`src/rtl/running_mean_variance_top_macros.svh`:
```
// ----------------------------------------------------------------------------
// Running mean and variance: assertion macros
// Shared concurrent assertion forms used by the running mean block.
// ----------------------------------------------------------------------------
`ifndef RUNNING_MEAN_VARIANCE_TOP_MACROS_SVH
`define RUNNING_MEAN_VARIANCE_TOP_MACROS_SVH

// Condition implies consequence in the same cycle.
`define RMV_ASSERT_SAME(lbl, clk, rstn, ante, cons, msg) \
    lbl: assert property (@(posedge clk) disable iff (!rstn) (ante) |-> (cons)) \
        else $error(msg);

// Condition implies consequence in the following cycle.
`define RMV_ASSERT_NEXT(lbl, clk, rstn, ante, cons, msg) \
    lbl: assert property (@(posedge clk) disable iff (!rstn) (ante) |=> (cons)) \
        else $error(msg);

`endif

```
`src/rtl/rmv_pkg.sv`:
```
// ----------------------------------------------------------------------------
// Running mean and variance: package
// Widths, status codes, sequencer states and shared types.
// ----------------------------------------------------------------------------
package rmv_pkg;

    // Sample and fixed-point format.
    localparam int SAMPLE_WIDTH = 16;
    localparam int FRAC_BITS    = 16;
    localparam int COUNT_W      = 32;
    localparam int MEAN_W       = 32;
    localparam int ACC_W        = 64;
    localparam int STATUS_W     = 2;

    // Derived datapath widths.
    localparam int SFIX_W  = SAMPLE_WIDTH + FRAC_BITS;
    localparam int DELTA_W = ((SFIX_W > MEAN_W) ? SFIX_W : MEAN_W) + 1;
    localparam int MAG_W   = DELTA_W - 1;
    localparam int NEWM_W  = MAG_W + 2;
    localparam int PROD_W  = 2 * MAG_W;
    localparam int INC_W   = PROD_W - FRAC_BITS;
    localparam int SUMX_W  = ((INC_W > ACC_W) ? INC_W : ACC_W) + 1;
    localparam int STEP_W  = $clog2(MAG_W);

    // Stream payload widths, padded to whole bytes.
    localparam int IN_DATA_W  = ((SAMPLE_WIDTH + COUNT_W + 7) / 8) * 8;
    localparam int OUT_DATA_W = ((MEAN_W + ACC_W + 7) / 8) * 8;

    // Result status codes.
    typedef enum logic [STATUS_W-1:0] {
        ST_OK   = 2'd0,
        ST_SAT  = 2'd1,
        ST_ZERO = 2'd2
    } t_status;

    // Sequencer states.
    typedef enum logic [2:0] {
        S_IDLE,
        S_LOAD,
        S_DIV,
        S_MEAN,
        S_BDIFF,
        S_MSTART,
        S_DEV,
        S_OUT
    } t_state;

    // Status returned by the deviation unit.
    typedef struct packed {
        logic done;
        logic sat;
    } t_dev_sts;

endpackage

```
`src/rtl/running_mean_variance_top.sv`:
```
// ----------------------------------------------------------------------------
// Running mean and variance: top level
// Welford update of a Q16.16 running mean and a Q48.16 deviation sum.
// ----------------------------------------------------------------------------
// Each item (sample, count including this sample) yields one result holding
// the new mean, the new saturating sum of squared deviations and a status.
// An item with a nonzero count passes through the 32-step restoring divider
// that forms delta / count one bit per cycle and then the short multiply and
// accumulate pipeline; its result is then loaded and the next item can be
// accepted. An item with a zero count leaves the state unchanged and returns
// status 2. The input is accepted again while a finished result still waits
// in the output register.
module running_mean_variance_top (
    input  logic                               i_clk,
    input  logic                               i_rst_n,
    // Input item stream.
    input  logic                               i_s_tvalid,
    output logic                               o_s_tready,
    input  logic [rmv_pkg::IN_DATA_W-1:0]      i_s_tdata,  // sample, sample_count
    // Result item stream.
    output logic                               o_m_tvalid,
    input  logic                               i_m_tready,
    output logic [rmv_pkg::OUT_DATA_W-1:0]     o_m_tdata,  // mean_value, deviation_sum
    output logic [rmv_pkg::STATUS_W-1:0]       o_m_tuser   // status
);

`include "running_mean_variance_top_macros.svh"

    rmv_pkg::t_state r_state;
    rmv_pkg::t_state n_state;

    // Statistics state.
    logic signed [rmv_pkg::MEAN_W-1:0]  r_mean;
    logic        [rmv_pkg::ACC_W-1:0]   r_sum;

    // Per-item working registers.
    logic signed [rmv_pkg::SFIX_W-1:0]  r_sfix;
    logic        [rmv_pkg::COUNT_W-1:0] r_count;
    logic signed [rmv_pkg::DELTA_W-1:0] r_delta;
    logic signed [rmv_pkg::MEAN_W-1:0]  r_newm;
    logic signed [rmv_pkg::DELTA_W-1:0] r_bdiff;
    rmv_pkg::t_status                   r_status;

    // Output register.
    logic                               r_out_valid;
    logic        [rmv_pkg::MEAN_W-1:0]  r_out_mean;
    logic        [rmv_pkg::ACC_W-1:0]   r_out_sum;
    rmv_pkg::t_status                   r_out_status;

    // Sequencer outputs.
    logic w_accept;
    logic w_div_start;
    logic w_dev_start;
    logic w_out_load;

    // Input fields and delta.
    logic signed [rmv_pkg::SAMPLE_WIDTH-1:0] w_sample;
    logic        [rmv_pkg::COUNT_W-1:0]      w_count;
    logic signed [rmv_pkg::SFIX_W-1:0]       w_sfix;
    logic signed [rmv_pkg::DELTA_W-1:0]      w_delta;

    // Divider interface.
    logic [rmv_pkg::DELTA_W-1:0] w_neg_delta;
    logic [rmv_pkg::MAG_W-1:0]   w_dmag;
    logic                        w_div_done;
    logic [rmv_pkg::MAG_W-1:0]   w_quo;

    // Mean update.
    logic signed [rmv_pkg::NEWM_W-1:0] w_mx;
    logic signed [rmv_pkg::NEWM_W-1:0] w_qx;
    logic signed [rmv_pkg::NEWM_W-1:0] w_newm;
    logic                              w_newm_ovf;
    logic signed [rmv_pkg::MEAN_W-1:0] w_newm_sat;

    // Deviation unit interface.
    rmv_pkg::t_dev_sts           w_dev_sts;
    logic [rmv_pkg::ACC_W-1:0]   w_dev_sum;

    // Unpack the input item and form sample minus mean.
    assign w_sample = i_s_tdata[rmv_pkg::SAMPLE_WIDTH-1:0];
    assign w_count  = i_s_tdata[rmv_pkg::SAMPLE_WIDTH +: rmv_pkg::COUNT_W];
    assign w_sfix   = {w_sample, {rmv_pkg::FRAC_BITS{1'b0}}};
    assign w_delta  = rmv_pkg::DELTA_W'(w_sfix) - rmv_pkg::DELTA_W'(r_mean);
    assign w_accept = i_s_tvalid && o_s_tready;

    // Divider takes the magnitude of delta; the sign is restored afterwards.
    assign w_neg_delta = -r_delta;
    assign w_dmag      = r_delta[rmv_pkg::DELTA_W-1] ? w_neg_delta[rmv_pkg::MAG_W-1:0]
                                                     : r_delta[rmv_pkg::MAG_W-1:0];

    rmv_div u_div (
        .i_clk      (i_clk),
        .i_rst_n    (i_rst_n),
        .i_start    (w_div_start),
        .i_dividend (w_dmag),
        .i_divisor  (r_count),
        .o_done     (w_div_done),
        .o_quotient (w_quo)
    );

    // New mean, truncated toward zero, clamped to the signed mean range.
    assign w_mx       = rmv_pkg::NEWM_W'(r_mean);
    assign w_qx       = rmv_pkg::NEWM_W'(w_quo);
    assign w_newm     = r_delta[rmv_pkg::DELTA_W-1] ? (w_mx - w_qx) : (w_mx + w_qx);
    assign w_newm_ovf = !((&w_newm[rmv_pkg::NEWM_W-1:rmv_pkg::MEAN_W-1]) ||
                          (~|w_newm[rmv_pkg::NEWM_W-1:rmv_pkg::MEAN_W-1]));
    assign w_newm_sat = !w_newm_ovf ? w_newm[rmv_pkg::MEAN_W-1:0] :
                        w_newm[rmv_pkg::NEWM_W-1] ? {1'b1, {(rmv_pkg::MEAN_W-1){1'b0}}}
                                                  : {1'b0, {(rmv_pkg::MEAN_W-1){1'b1}}};

    rmv_dev u_dev (
        .i_clk   (i_clk),
        .i_rst_n (i_rst_n),
        .i_start (w_dev_start),
        .i_delta (r_delta),
        .i_bdiff (r_bdiff),
        .i_sum   (r_sum),
        .o_sts   (w_dev_sts),
        .o_sum   (w_dev_sum)
    );

    // Sequencer state register.
    always_ff @(posedge i_clk) begin
        if (!i_rst_n) begin
            r_state <= rmv_pkg::S_IDLE;
        end else begin
            r_state <= n_state;
        end
    end

    // Sequencer next state and strobes.
    always_comb begin
        n_state     = r_state;
        o_s_tready  = 1'b0;
        w_div_start = 1'b0;
        w_dev_start = 1'b0;
        w_out_load  = 1'b0;
        unique case (r_state)
            rmv_pkg::S_IDLE: begin
                o_s_tready = 1'b1;
                if (i_s_tvalid) begin
                    n_state = (w_count == '0) ? rmv_pkg::S_OUT : rmv_pkg::S_LOAD;
                end
            end
            rmv_pkg::S_LOAD: begin
                w_div_start = 1'b1;
                n_state     = rmv_pkg::S_DIV;
            end
            rmv_pkg::S_DIV: begin
                if (w_div_done) begin
                    n_state = rmv_pkg::S_MEAN;
                end
            end
            rmv_pkg::S_MEAN: begin
                n_state = rmv_pkg::S_BDIFF;
            end
            rmv_pkg::S_BDIFF: begin
                n_state = rmv_pkg::S_MSTART;
            end
            rmv_pkg::S_MSTART: begin
                w_dev_start = 1'b1;
                n_state     = rmv_pkg::S_DEV;
            end
            rmv_pkg::S_DEV: begin
                if (w_dev_sts.done) begin
                    n_state = rmv_pkg::S_OUT;
                end
            end
            rmv_pkg::S_OUT: begin
                if (!r_out_valid || i_m_tready) begin
                    w_out_load = 1'b1;
                    n_state    = rmv_pkg::S_IDLE;
                end
            end
            default: begin
                n_state = rmv_pkg::S_IDLE;
            end
        endcase
    end

    // Statistics state: updated once the deviation unit finishes.
    always_ff @(posedge i_clk) begin
        if (!i_rst_n) begin
            r_mean <= '0;
            r_sum  <= '0;
        end else if ((r_state == rmv_pkg::S_DEV) && w_dev_sts.done) begin
            r_mean <= r_newm;
            r_sum  <= w_dev_sum;
        end
    end

    // Per-item working registers.
    always_ff @(posedge i_clk) begin
        if (w_accept) begin
            r_sfix   <= w_sfix;
            r_count  <= w_count;
            r_delta  <= w_delta;
            r_status <= rmv_pkg::ST_ZERO;
        end
        if (r_state == rmv_pkg::S_MEAN) begin
            r_newm <= w_newm_sat;
        end
        if (r_state == rmv_pkg::S_BDIFF) begin
            r_bdiff <= rmv_pkg::DELTA_W'(r_sfix) - rmv_pkg::DELTA_W'(r_newm);
        end
        if ((r_state == rmv_pkg::S_DEV) && w_dev_sts.done) begin
            r_status <= w_dev_sts.sat ? rmv_pkg::ST_SAT : rmv_pkg::ST_OK;
        end
    end

    // Output register: holds a result until the consumer takes it.
    always_ff @(posedge i_clk) begin
        if (!i_rst_n) begin
            r_out_valid <= 1'b0;
        end else if (w_out_load) begin
            r_out_valid <= 1'b1;
        end else if (i_m_tready) begin
            r_out_valid <= 1'b0;
        end
    end

    always_ff @(posedge i_clk) begin
        if (w_out_load) begin
            r_out_mean   <= r_mean;
            r_out_sum    <= r_sum;
            r_out_status <= r_status;
        end
    end

    assign o_m_tvalid = r_out_valid;
    assign o_m_tdata  = rmv_pkg::OUT_DATA_W'({r_out_sum, r_out_mean});
    assign o_m_tuser  = r_out_status;

    // A result loaded into the output register is presented next cycle.
    `RMV_ASSERT_NEXT(a_out_load_valid, i_clk, i_rst_n, w_out_load, o_m_tvalid, "output load lost")

    // A saturated status always comes with an all-ones deviation sum.
    `RMV_ASSERT_SAME(a_sat_all_ones, i_clk, i_rst_n, o_m_tvalid && (o_m_tuser == rmv_pkg::ST_SAT), o_m_tdata[rmv_pkg::MEAN_W +: rmv_pkg::ACC_W] == '1, "saturated sum not all ones")

    // The divider only finishes while the sequencer waits for it.
    `RMV_ASSERT_SAME(a_div_done_state, i_clk, i_rst_n, w_div_done, r_state == rmv_pkg::S_DIV, "divider done outside divide state")

    // An accepted item always takes the block out of its ready state.
    `RMV_ASSERT_NEXT(a_accept_busy, i_clk, i_rst_n, w_accept, !o_s_tready, "ready held after accept")

endmodule

```
`src/rtl/rmv_div.sv`:
```
// ----------------------------------------------------------------------------
// Running mean and variance: iterative divider
// Unsigned restoring divider, one quotient bit per cycle on one subtractor.
// ----------------------------------------------------------------------------
module rmv_div (
    input  logic                        i_clk,
    input  logic                        i_rst_n,
    input  logic                        i_start,
    input  logic [rmv_pkg::MAG_W-1:0]   i_dividend,
    input  logic [rmv_pkg::COUNT_W-1:0] i_divisor,
    output logic                        o_done,
    output logic [rmv_pkg::MAG_W-1:0]   o_quotient
);

    logic                        r_busy;
    logic                        r_done;
    logic [rmv_pkg::STEP_W-1:0]  r_step;
    logic [rmv_pkg::COUNT_W-1:0] r_rem;
    logic [rmv_pkg::MAG_W-1:0]   r_quo;
    logic [rmv_pkg::COUNT_W-1:0] r_div;

    logic [rmv_pkg::COUNT_W:0]   w_shift;
    logic [rmv_pkg::COUNT_W+1:0] w_diff;
    logic                        w_fit;

    // Shift in the next dividend bit and trial-subtract the divisor.
    assign w_shift = {r_rem, r_quo[rmv_pkg::MAG_W-1]};
    assign w_diff  = {1'b0, w_shift} - {2'b00, r_div};
    assign w_fit   = ~w_diff[rmv_pkg::COUNT_W+1];

    // Control: busy for one pass over all dividend bits.
    always_ff @(posedge i_clk) begin
        if (!i_rst_n) begin
            r_busy <= 1'b0;
            r_done <= 1'b0;
        end else begin
            r_done <= 1'b0;
            if (i_start) begin
                r_busy <= 1'b1;
            end else if (r_busy && (r_step == rmv_pkg::STEP_W'(rmv_pkg::MAG_W - 1))) begin
                r_busy <= 1'b0;
                r_done <= 1'b1;
            end
        end
    end

    // Datapath: remainder, quotient and step count.
    always_ff @(posedge i_clk) begin
        if (i_start) begin
            r_step <= '0;
            r_rem  <= '0;
            r_quo  <= i_dividend;
            r_div  <= i_divisor;
        end else if (r_busy) begin
            r_step <= r_step + 1'b1;
            r_rem  <= w_fit ? w_diff[rmv_pkg::COUNT_W-1:0] : w_shift[rmv_pkg::COUNT_W-1:0];
            r_quo  <= {r_quo[rmv_pkg::MAG_W-2:0], w_fit};
        end
    end

    assign o_done     = r_done;
    assign o_quotient = r_quo;

endmodule

```
`src/rtl/rmv_dev.sv`:
```
// ----------------------------------------------------------------------------
// Running mean and variance: deviation accumulator
// Magnitudes, one registered multiply, then the saturating sum update.
// ----------------------------------------------------------------------------
module rmv_dev (
    input  logic                               i_clk,
    input  logic                               i_rst_n,
    input  logic                               i_start,
    input  logic signed [rmv_pkg::DELTA_W-1:0] i_delta,
    input  logic signed [rmv_pkg::DELTA_W-1:0] i_bdiff,
    input  logic        [rmv_pkg::ACC_W-1:0]   i_sum,
    output rmv_pkg::t_dev_sts                  o_sts,
    output logic        [rmv_pkg::ACC_W-1:0]   o_sum
);

    logic                         r_v0;
    logic                         r_v1;
    logic                         r_v2;
    logic [rmv_pkg::MAG_W-1:0]    r_mag_d;
    logic [rmv_pkg::MAG_W-1:0]    r_mag_b;
    logic                         r_pos;
    logic [rmv_pkg::PROD_W-1:0]   r_prod;
    logic [rmv_pkg::ACC_W-1:0]    r_sum;
    logic                         r_sat;

    logic [rmv_pkg::DELTA_W-1:0]  w_neg_d;
    logic [rmv_pkg::DELTA_W-1:0]  w_neg_b;
    logic [rmv_pkg::MAG_W-1:0]    w_mag_d;
    logic [rmv_pkg::MAG_W-1:0]    w_mag_b;
    logic                         w_pos;
    logic [rmv_pkg::PROD_W-1:0]   w_prod;
    logic [rmv_pkg::INC_W-1:0]    w_inc;
    logic [rmv_pkg::SUMX_W-1:0]   w_sumx;
    logic                         w_sat;

    // Magnitudes; the product counts only when both factors share a sign.
    assign w_neg_d = -i_delta;
    assign w_neg_b = -i_bdiff;
    assign w_mag_d = i_delta[rmv_pkg::DELTA_W-1] ? w_neg_d[rmv_pkg::MAG_W-1:0]
                                                 : i_delta[rmv_pkg::MAG_W-1:0];
    assign w_mag_b = i_bdiff[rmv_pkg::DELTA_W-1] ? w_neg_b[rmv_pkg::MAG_W-1:0]
                                                 : i_bdiff[rmv_pkg::MAG_W-1:0];
    assign w_pos   = (i_delta != '0) && (i_bdiff != '0) &&
                     (i_delta[rmv_pkg::DELTA_W-1] == i_bdiff[rmv_pkg::DELTA_W-1]);

    // Exact product of the magnitudes.
    assign w_prod = rmv_pkg::PROD_W'(r_mag_d) * rmv_pkg::PROD_W'(r_mag_b);

    // Drop the fraction bits and add with saturation at all ones.
    assign w_inc  = r_prod[rmv_pkg::PROD_W-1:rmv_pkg::FRAC_BITS];
    assign w_sumx = rmv_pkg::SUMX_W'(i_sum) + rmv_pkg::SUMX_W'(w_inc);
    assign w_sat  = |w_sumx[rmv_pkg::SUMX_W-1:rmv_pkg::ACC_W];

    // Stage valids.
    always_ff @(posedge i_clk) begin
        if (!i_rst_n) begin
            r_v0 <= 1'b0;
            r_v1 <= 1'b0;
            r_v2 <= 1'b0;
        end else begin
            r_v0 <= i_start;
            r_v1 <= r_v0;
            r_v2 <= r_v1;
        end
    end

    // Stage payloads.
    always_ff @(posedge i_clk) begin
        if (i_start) begin
            r_mag_d <= w_mag_d;
            r_mag_b <= w_mag_b;
            r_pos   <= w_pos;
        end
        if (r_v0) begin
            r_prod <= r_pos ? w_prod : '0;
        end
        if (r_v1) begin
            r_sum <= w_sat ? '1 : w_sumx[rmv_pkg::ACC_W-1:0];
            r_sat <= w_sat;
        end
    end

    assign o_sts.done = r_v2;
    assign o_sts.sat  = r_sat;
    assign o_sum      = r_sum;

endmodule

```
`config.mk`:
```
export PLATFORM = sky130hd
export DESIGN_NAME = running_mean_variance_top
export DESIGN_NICKNAME = d
export VERILOG_FILES = /design/src/rtl/rmv_pkg.sv /design/src/rtl/running_mean_variance_top.sv /design/src/rtl/rmv_div.sv /design/src/rtl/rmv_dev.sv
export VERILOG_INCLUDE_DIRS = /design/src /design/src/rtl
export SDC_FILE = /design/constraint.sdc
export NUM_CORES = 2
export LEC_CHECK = 0
export ABC_CLOCK_PERIOD_IN_PS = 9300
export BUFFER_PORTS_ARGS = -buffer_cell sky130_fd_sc_hd__buf_2
export CORE_MARGIN = 5
export CORE_UTILIZATION = 65
export DETAILED_ROUTE_END_ITERATION = 16
export PLACE_DENSITY = 0.82
export REMOVE_ABC_BUFFERS = 1
export SETUP_SLACK_MARGIN = 0.4
export SYNTH_ARGS = -nofsm -noshare
export SYNTH_HDL_FRONTEND = slang
export SYNTH_SLANG_ARGS = --single-unit
```
`constraint.sdc`:
```
create_clock -name i_clk -period 9.3 [get_ports i_clk]
set_clock_uncertainty 0.15 [all_clocks]
set_input_delay 1.86 -clock i_clk [delete_from_list [all_inputs] [get_ports i_clk]]
set_output_delay 1.86 -clock i_clk [all_outputs]
set_load 0.005 [all_outputs]
```
# ---- Word level (Yosys, flattened, before mapping)
# Cells that the tools add are included.
dict set report totals {
  regBits 646
  word_cells 101
  out_inout_bits 100
  inputBits 52
}
dict set report op_classes {
  reduce_logical 21
  n_bitwise 2
  eq_ne 13
  multipliers 1
  add_sub_neg 9
  n_mux 27
}
# cell count
set op_table {}
lappend op_table {{32-bit 2-to-1 mux} 7}
lappend op_table {{33-bit nonzero test} 2}
lappend op_table {{32-bit by 32-bit subtractor with 33-bit output} 2}
lappend op_table {{64-bit by 48-bit adder with 65-bit output} 1}
lappend op_table {{32-bit by 32-bit multiplier with 64-bit output} 1}
lappend op_table {{32-bit negator} 2}
lappend op_table {{32-bit by 33-bit adder with 34-bit output} 1}
lappend op_table {{34-bit 2-to-1 mux} 1}
lappend op_table {{32-bit by 33-bit subtractor with 34-bit output} 1}
lappend op_table {{33-bit by 32-bit subtractor with 34-bit output} 1}
lappend op_table {{32-bit logical NOT} 1}
lappend op_table {{3-bit case mux with 8 select lines} 1}
lappend op_table {{3-bit 2-to-1 mux} 5}
lappend op_table {{3-bit equality test, second input constant} 4}
lappend op_table {{1-bit 2-to-1 mux} 11}
lappend op_table {{2-bit nonzero test} 4}
lappend op_table {{3-bit by 2-bit equality test with 1-bit output, second input constant} 2}
lappend op_table {{5-bit by 1-bit adder with 5-bit output, second input constant} 1}
lappend op_table {{5-bit equality test, second input constant} 1}
lappend op_table {{1-bit logical AND} 5}
lappend op_table {{2-bit 2-to-1 mux} 2}
lappend op_table {{2-bit by 1-bit != test with 1-bit output, second input constant} 2}
lappend op_table {{2-bit != test, second input constant} 2}
lappend op_table {{4-bit AND reduction} 1}
lappend op_table {{9 further kinds} 12}

# ---- Depth between registers and ports, before layout
dict set report depth {
  depth_word 6
  mapped_depth 28
  ltp_nobuf 26
}

# ---- By module
# Synthesis repeated with hierarchy kept, for this count alone.
dict set report hier_totals {
  hier_cells 6818
  hier_area_um2 66596.4
}
# module area_each_um2 seq_area_each_um2 instances cells_each
set by_module_without_submodules {}
lappend by_module_without_submodules {rmv_dev 43907.1 5405.2 1 4737}
lappend by_module_without_submodules {running_mean_variance_top 16832.4 9389.0 1 1504}
lappend by_module_without_submodules {rmv_div 5856.9 2702.6 1 577}

# ---- Least setup slack after synthesis
# OpenSTA, ideal clock, no wires.
dict set report synth_timing {
  path_kind {register -> register}
  from {reg u_dev.r_mag_d[31] (netlist name)}
  to {reg u_dev.r_prod[63] (netlist name), data pin}
  t_required_ps 8895
  path_slack_ps 1707
  setup_time_ps 255
  path_buffers 2
  path_stages_with_launch 28
  t_arrival_ps 7189
  synth_period_minus_slack_ps 7593
  path_cell_list {edfxtp_1 clkbuf_1 nand2_1 fa_1 inv_1 fa_1 fa_1 inv_1 fa_1 inv_1 fa_1 fa_1 fa_1 inv_1 fa_1 inv_1 ha_1 clkbuf_1 and3_1 and2_1 a221oi_1 o221ai_1 a21oi_1 nor4_1 a2111oi_0 o31ai_1 xnor2_1 and2_1}
}
dict set report synth_between {
  elab_chain_len 1
}
# element line_no
set synth_rtl {}
lappend synth_rtl {{start: declaration} rmv_dev.sv:19} ;# logic [rmv_pkg::MAG_W-1:0] r_mag_d;
lappend synth_rtl {{start signal: assignment} rmv_dev.sv:70} ;# r_mag_d <= w_mag_d;
lappend synth_rtl {{32-bit by 32-bit multiplier with 64-bit output} rmv_dev.sv:47} ;# assign w_prod = rmv_pkg::PROD_W'(r_mag_d) * rmv_pkg::PROD_W'(r_mag_b);
lappend synth_rtl {{end signal: assignment} rmv_dev.sv:75} ;# r_prod <= r_pos ? w_prod : '0;
lappend synth_rtl {{end: declaration} rmv_dev.sv:22} ;# logic [rmv_pkg::PROD_W-1:0] r_prod;
# Every way passes these cells.
# A chain may end at the register's enable or synchronous reset.

# ---- Final worst setup path
dict set report layout_timing {
  from {reg u_dev.r_mag_d[14] (netlist name)}
  to {reg u_dev.r_prod[59] (netlist name), data pin}
}
# The elaborated chain is that of the path after synthesis.

==> flow_metrics.env <==
export IMPL_ys_ff_latch=630
export IMPL_numCtsBuffers=72
export IMPL_fin_area_um2=69600
export IMPL_synth_enable_flop_cells=488
export IMPL_seq_area_frac_synth_pct=27.0
export IMPL_fillers=7049
export IMPL_min_from="r_count[4]"
export IMPL_grt_overflow=0
export IMPL_status="finished, final reports clean"
export IMPL_worst_pin_slew_ps=1400
export IMPL_dr_pass1_iters=6
export IMPL_ctsHoldBuffers=0
export IMPL_synthFlopType="edfxtp_1"
export IMPL_rsz0062_at_grt="false"
export IMPL_tns_ps=0
export IMPL_crit_type="flip-flop to flip-flop"
export IMPL_placed_area_um2=66800
export IMPL_cp_max_fo=14
export IMPL_finalNetCount=8053
export IMPL_initial_core_util_pct=65.6
export IMPL_crit_path_frequent_cell="fa_1"
export IMPL_cp_cell_sequence="buf_6 > and2_1 > fa_1 > inv_1 > fa_1 > fa_1 > fa_1 > inv_1 > fa_1 > inv_1 > fa_1 > inv_1 > fa_1 > fa_1 > ha_1 > a21oi_1 > o21ai_0 > or4b_2 > a21oi_1 > a211oi_2 > a41oi_1 > o41a_1 > o21ai_0 > mux2i_1"
export IMPL_pin_count=152
export IMPL_postRouteAntennaNets=0
export IMPL_num_vias=48100
export IMPL_slew_viol_final=0
export IMPL_clk_latency_ps=650
export IMPL_period_needed_ps=8540
export IMPL_cts_htree_levels=3
export IMPL_hold_class="flip-flop to flip-flop"
export IMPL_setup_viol=0
export IMPL_hpwl_um=132000
export IMPL_synth_distinct_cells=80
export IMPL_grt_use_met1_pct=38.9
export IMPL_grt_pass1_wl_um=269000
export IMPL_max_freq_mhz=117
export IMPL_cts_sinks=630
export IMPL_cts_tree="built"
export IMPL_die_x_um=326
export IMPL_period_share_pct=91.8
export IMPL_design_die_area_um2=106000
export IMPL_cp_startpoint="u_dev.r_mag_d[14]"
export IMPL_final_hold_violation_count=0
export IMPL_placementRows=115
export IMPL_core_um2=98700
export IMPL_ys_warn_count=0
export IMPL_crit_required_ps=9550
export IMPL_dieHeight_um=326
export IMPL_avgRoutedWirePerCell_um=21.3
export IMPL_area_growth_pct=7.46
export IMPL_drt_wl_total_um=171000
export IMPL_gp_congestion=0.959
export IMPL_reg2reg_from="u_dev.r_mag_d[14]"
export IMPL_initialDrtViolationCount=4108
export IMPL_cp_end_kind="flip-flop"
export IMPL_final_util_pct=70.5
export IMPL_slew_headroom_pct=6.58
export IMPL_synth_avg_cell_area_um2=9.74
export IMPL_clockBufferDepth=3
export IMPL_busiest_layer="met2"
export IMPL_crit_family="adder cells"
export IMPL_grt_pass1_vias=50500
export IMPL_slowest_stage="edfxtp_1"
export IMPL_maxCapViolCount=0
export IMPL_critPathArrivalTime_ps=8790
export IMPL_io_buffers=151
export IMPL_startpoint_type="flip-flop"
export IMPL_clkTransAtPathRegs_ps=60
export IMPL_crit_buf_inv=5
export IMPL_grt_max_degree=79
export IMPL_met2_usage_pct=54.5
export IMPL_synthCells=6647
export IMPL_layout_drive_gt1_share_pct=6.73
export IMPL_max_stage_delay_ps=750
export IMPL_drcViolationCount=0
export IMPL_clockRootBuffer="clkbuf_16"
export IMPL_grt_util_met3_pct=5.20
export IMPL_synthArstFlopShare_pct=0
export IMPL_antenna_found_initial=5
export IMPL_mappedNetlistArea_um2=64800
export IMPL_post_drt_via_cell_ratio=5.99
export IMPL_track_usage_pct=32.0
==> worst register-to-register path: cells and delay by family (launching register included) <==
kind                     cells  cell delay [ps]
buffers and inverters        5              560
AND/OR/NAND/NOR              2              840
AO/OA/AOI/OAI                7             1510
adder cells (fa/ha/maj)      9             4350
multiplexers                 1              150
flip-flops                   1              750
==> cells in the mapped netlist (37+ instances only) <==
cell	instances	share of area, %
inv_1	1015	5.9
nand2_1	941	5.5
fa_1	898	28
and2_1	637	6.2
edfxtp_1	488	23
ha_1	416	8.0
a21oi_1	341	2.6
clkbuf_1	315	1.8
xnor2_1	208	2.8
o21ai_0	199	1.5
nor2_1	163	0.94
dfxtp_1	142	4.4
a21o_1	101	1.2
xor2_1	76	1.0
nor3_1	72	0.56
nand3_1	54	0.42
nand4_1	42	0.41
o31ai_1	37	0.43
==> per-stage QoR <==
stage / worst slack, ps / cells / hold WS (ps)
global route: 446 / 8036 / 277
CTS: 497 / 8008 / 257
finish: 758 / 8039 / 261
detailed placement: 515 / 7874 / 255
global placement: 679 / 7874 / 251
floorplan: 1610 / 6324 / 250
==> logic make-up after synthesis <==
logic type	count (synthesis)	share of synthesized area (%)
flops	630	27.0
fa+ha+maj	1314	35.8
simple gates	2114	16.1
compound gates	926	8.83
mux	38	0.605
buf+inv	1341	7.78
xor+xnor	284	3.84
==> metal layers <==
layer	share of wire, %	wire length [µm]
met1	37	62600
met2	49	83200
met3	8.1	13800
met4	6.9	11800
met5	0.018	30
==> layout by cell type, fill, tap and decap left out, types with 9 or more instances in the layout <==
master	Yosys	routed
a21oi_1	341	341
nor4_1	20	20
nand3_1	54	54
and3_1	29	28
a21o_1	101	101
clkinv_2	0	10
o31ai_1	37	37
fa_1	898	898
mux2i_1	32	32
nand2b_1	28	27
nand2_1	941	941
nor2_1	163	162
nand4_1	42	42
ha_1	416	416
edfxtp_1	488	488
buf_4	0	122
xnor2_1	208	208
nor2b_1	25	24
clkbuf_16	0	74
a31oi_1	29	28
dfxtp_1	142	139
o41ai_1	11	11
nor3b_1	14	14
a21boi_0	13	13
clkbuf_1	315	18
inv_1	1015	1015
o21ai_0	199	198
buf_2	1	151
xor2_1	76	76
or4_1	18	18
o21bai_1	29	29
nor3_1	72	72
and2_1	637	635
or3_1	23	23
a2111oi_0	10	10
o21a_1	34	34
nand3b_1	9	9
or2_2	10	10
o211ai_1	21	21
a211oi_1	17	16
==> area by class of cell <==
class	instances	area (µm²)	area share [%]
clock buffer	97	1990	2.86
inverter	1018	3820	5.49
timing repair buffer	289	1940	2.78
tap	1287	1610	2.31
antenna	5	12.5	0.0180
multi-input combinational	4676	42300	60.7
sequential	630	17500	25.1
clock inverter	37	457	0.656
==> registers in the layout (all words and copies together) (netlist names), 5 cells and up <==
signal and cells:
u_dev.r_mag_d 32, u_div.r_rem 32, r_newm 32, r_delta 33, r_bdiff 33, u_div.r_div 32, u_dev.r_prod 48, r_out_sum 64
r_sfix 16, u_dev.r_mag_b 32, u_div.o_quotient 32, r_count 32, r_out_mean 32, r_mean 32, r_sum 64, u_dev.o_sum 64
u_div.r_step 5
==> path summary, 6_finish.rpt <==
check	end	slack, ps	cells past startpoint
min reg2reg	u_div.r_div[4]	260	0
max reg2reg	u_dev.r_prod[59]	760	24
max	u_dev.r_prod[59]	760	24
min	u_div.r_div[4]	260	0
==> what timing repair did <==
item,in CTS,in global routing
buffers inserted,0,26
hold endpoints to repair,0,0
resized for setup,0,1
setup endpoints to repair,0,6
Power is left out: the tool's default activity adds up to more than one toggle a clock period on the data nets, which glitch-free logic cannot reach.
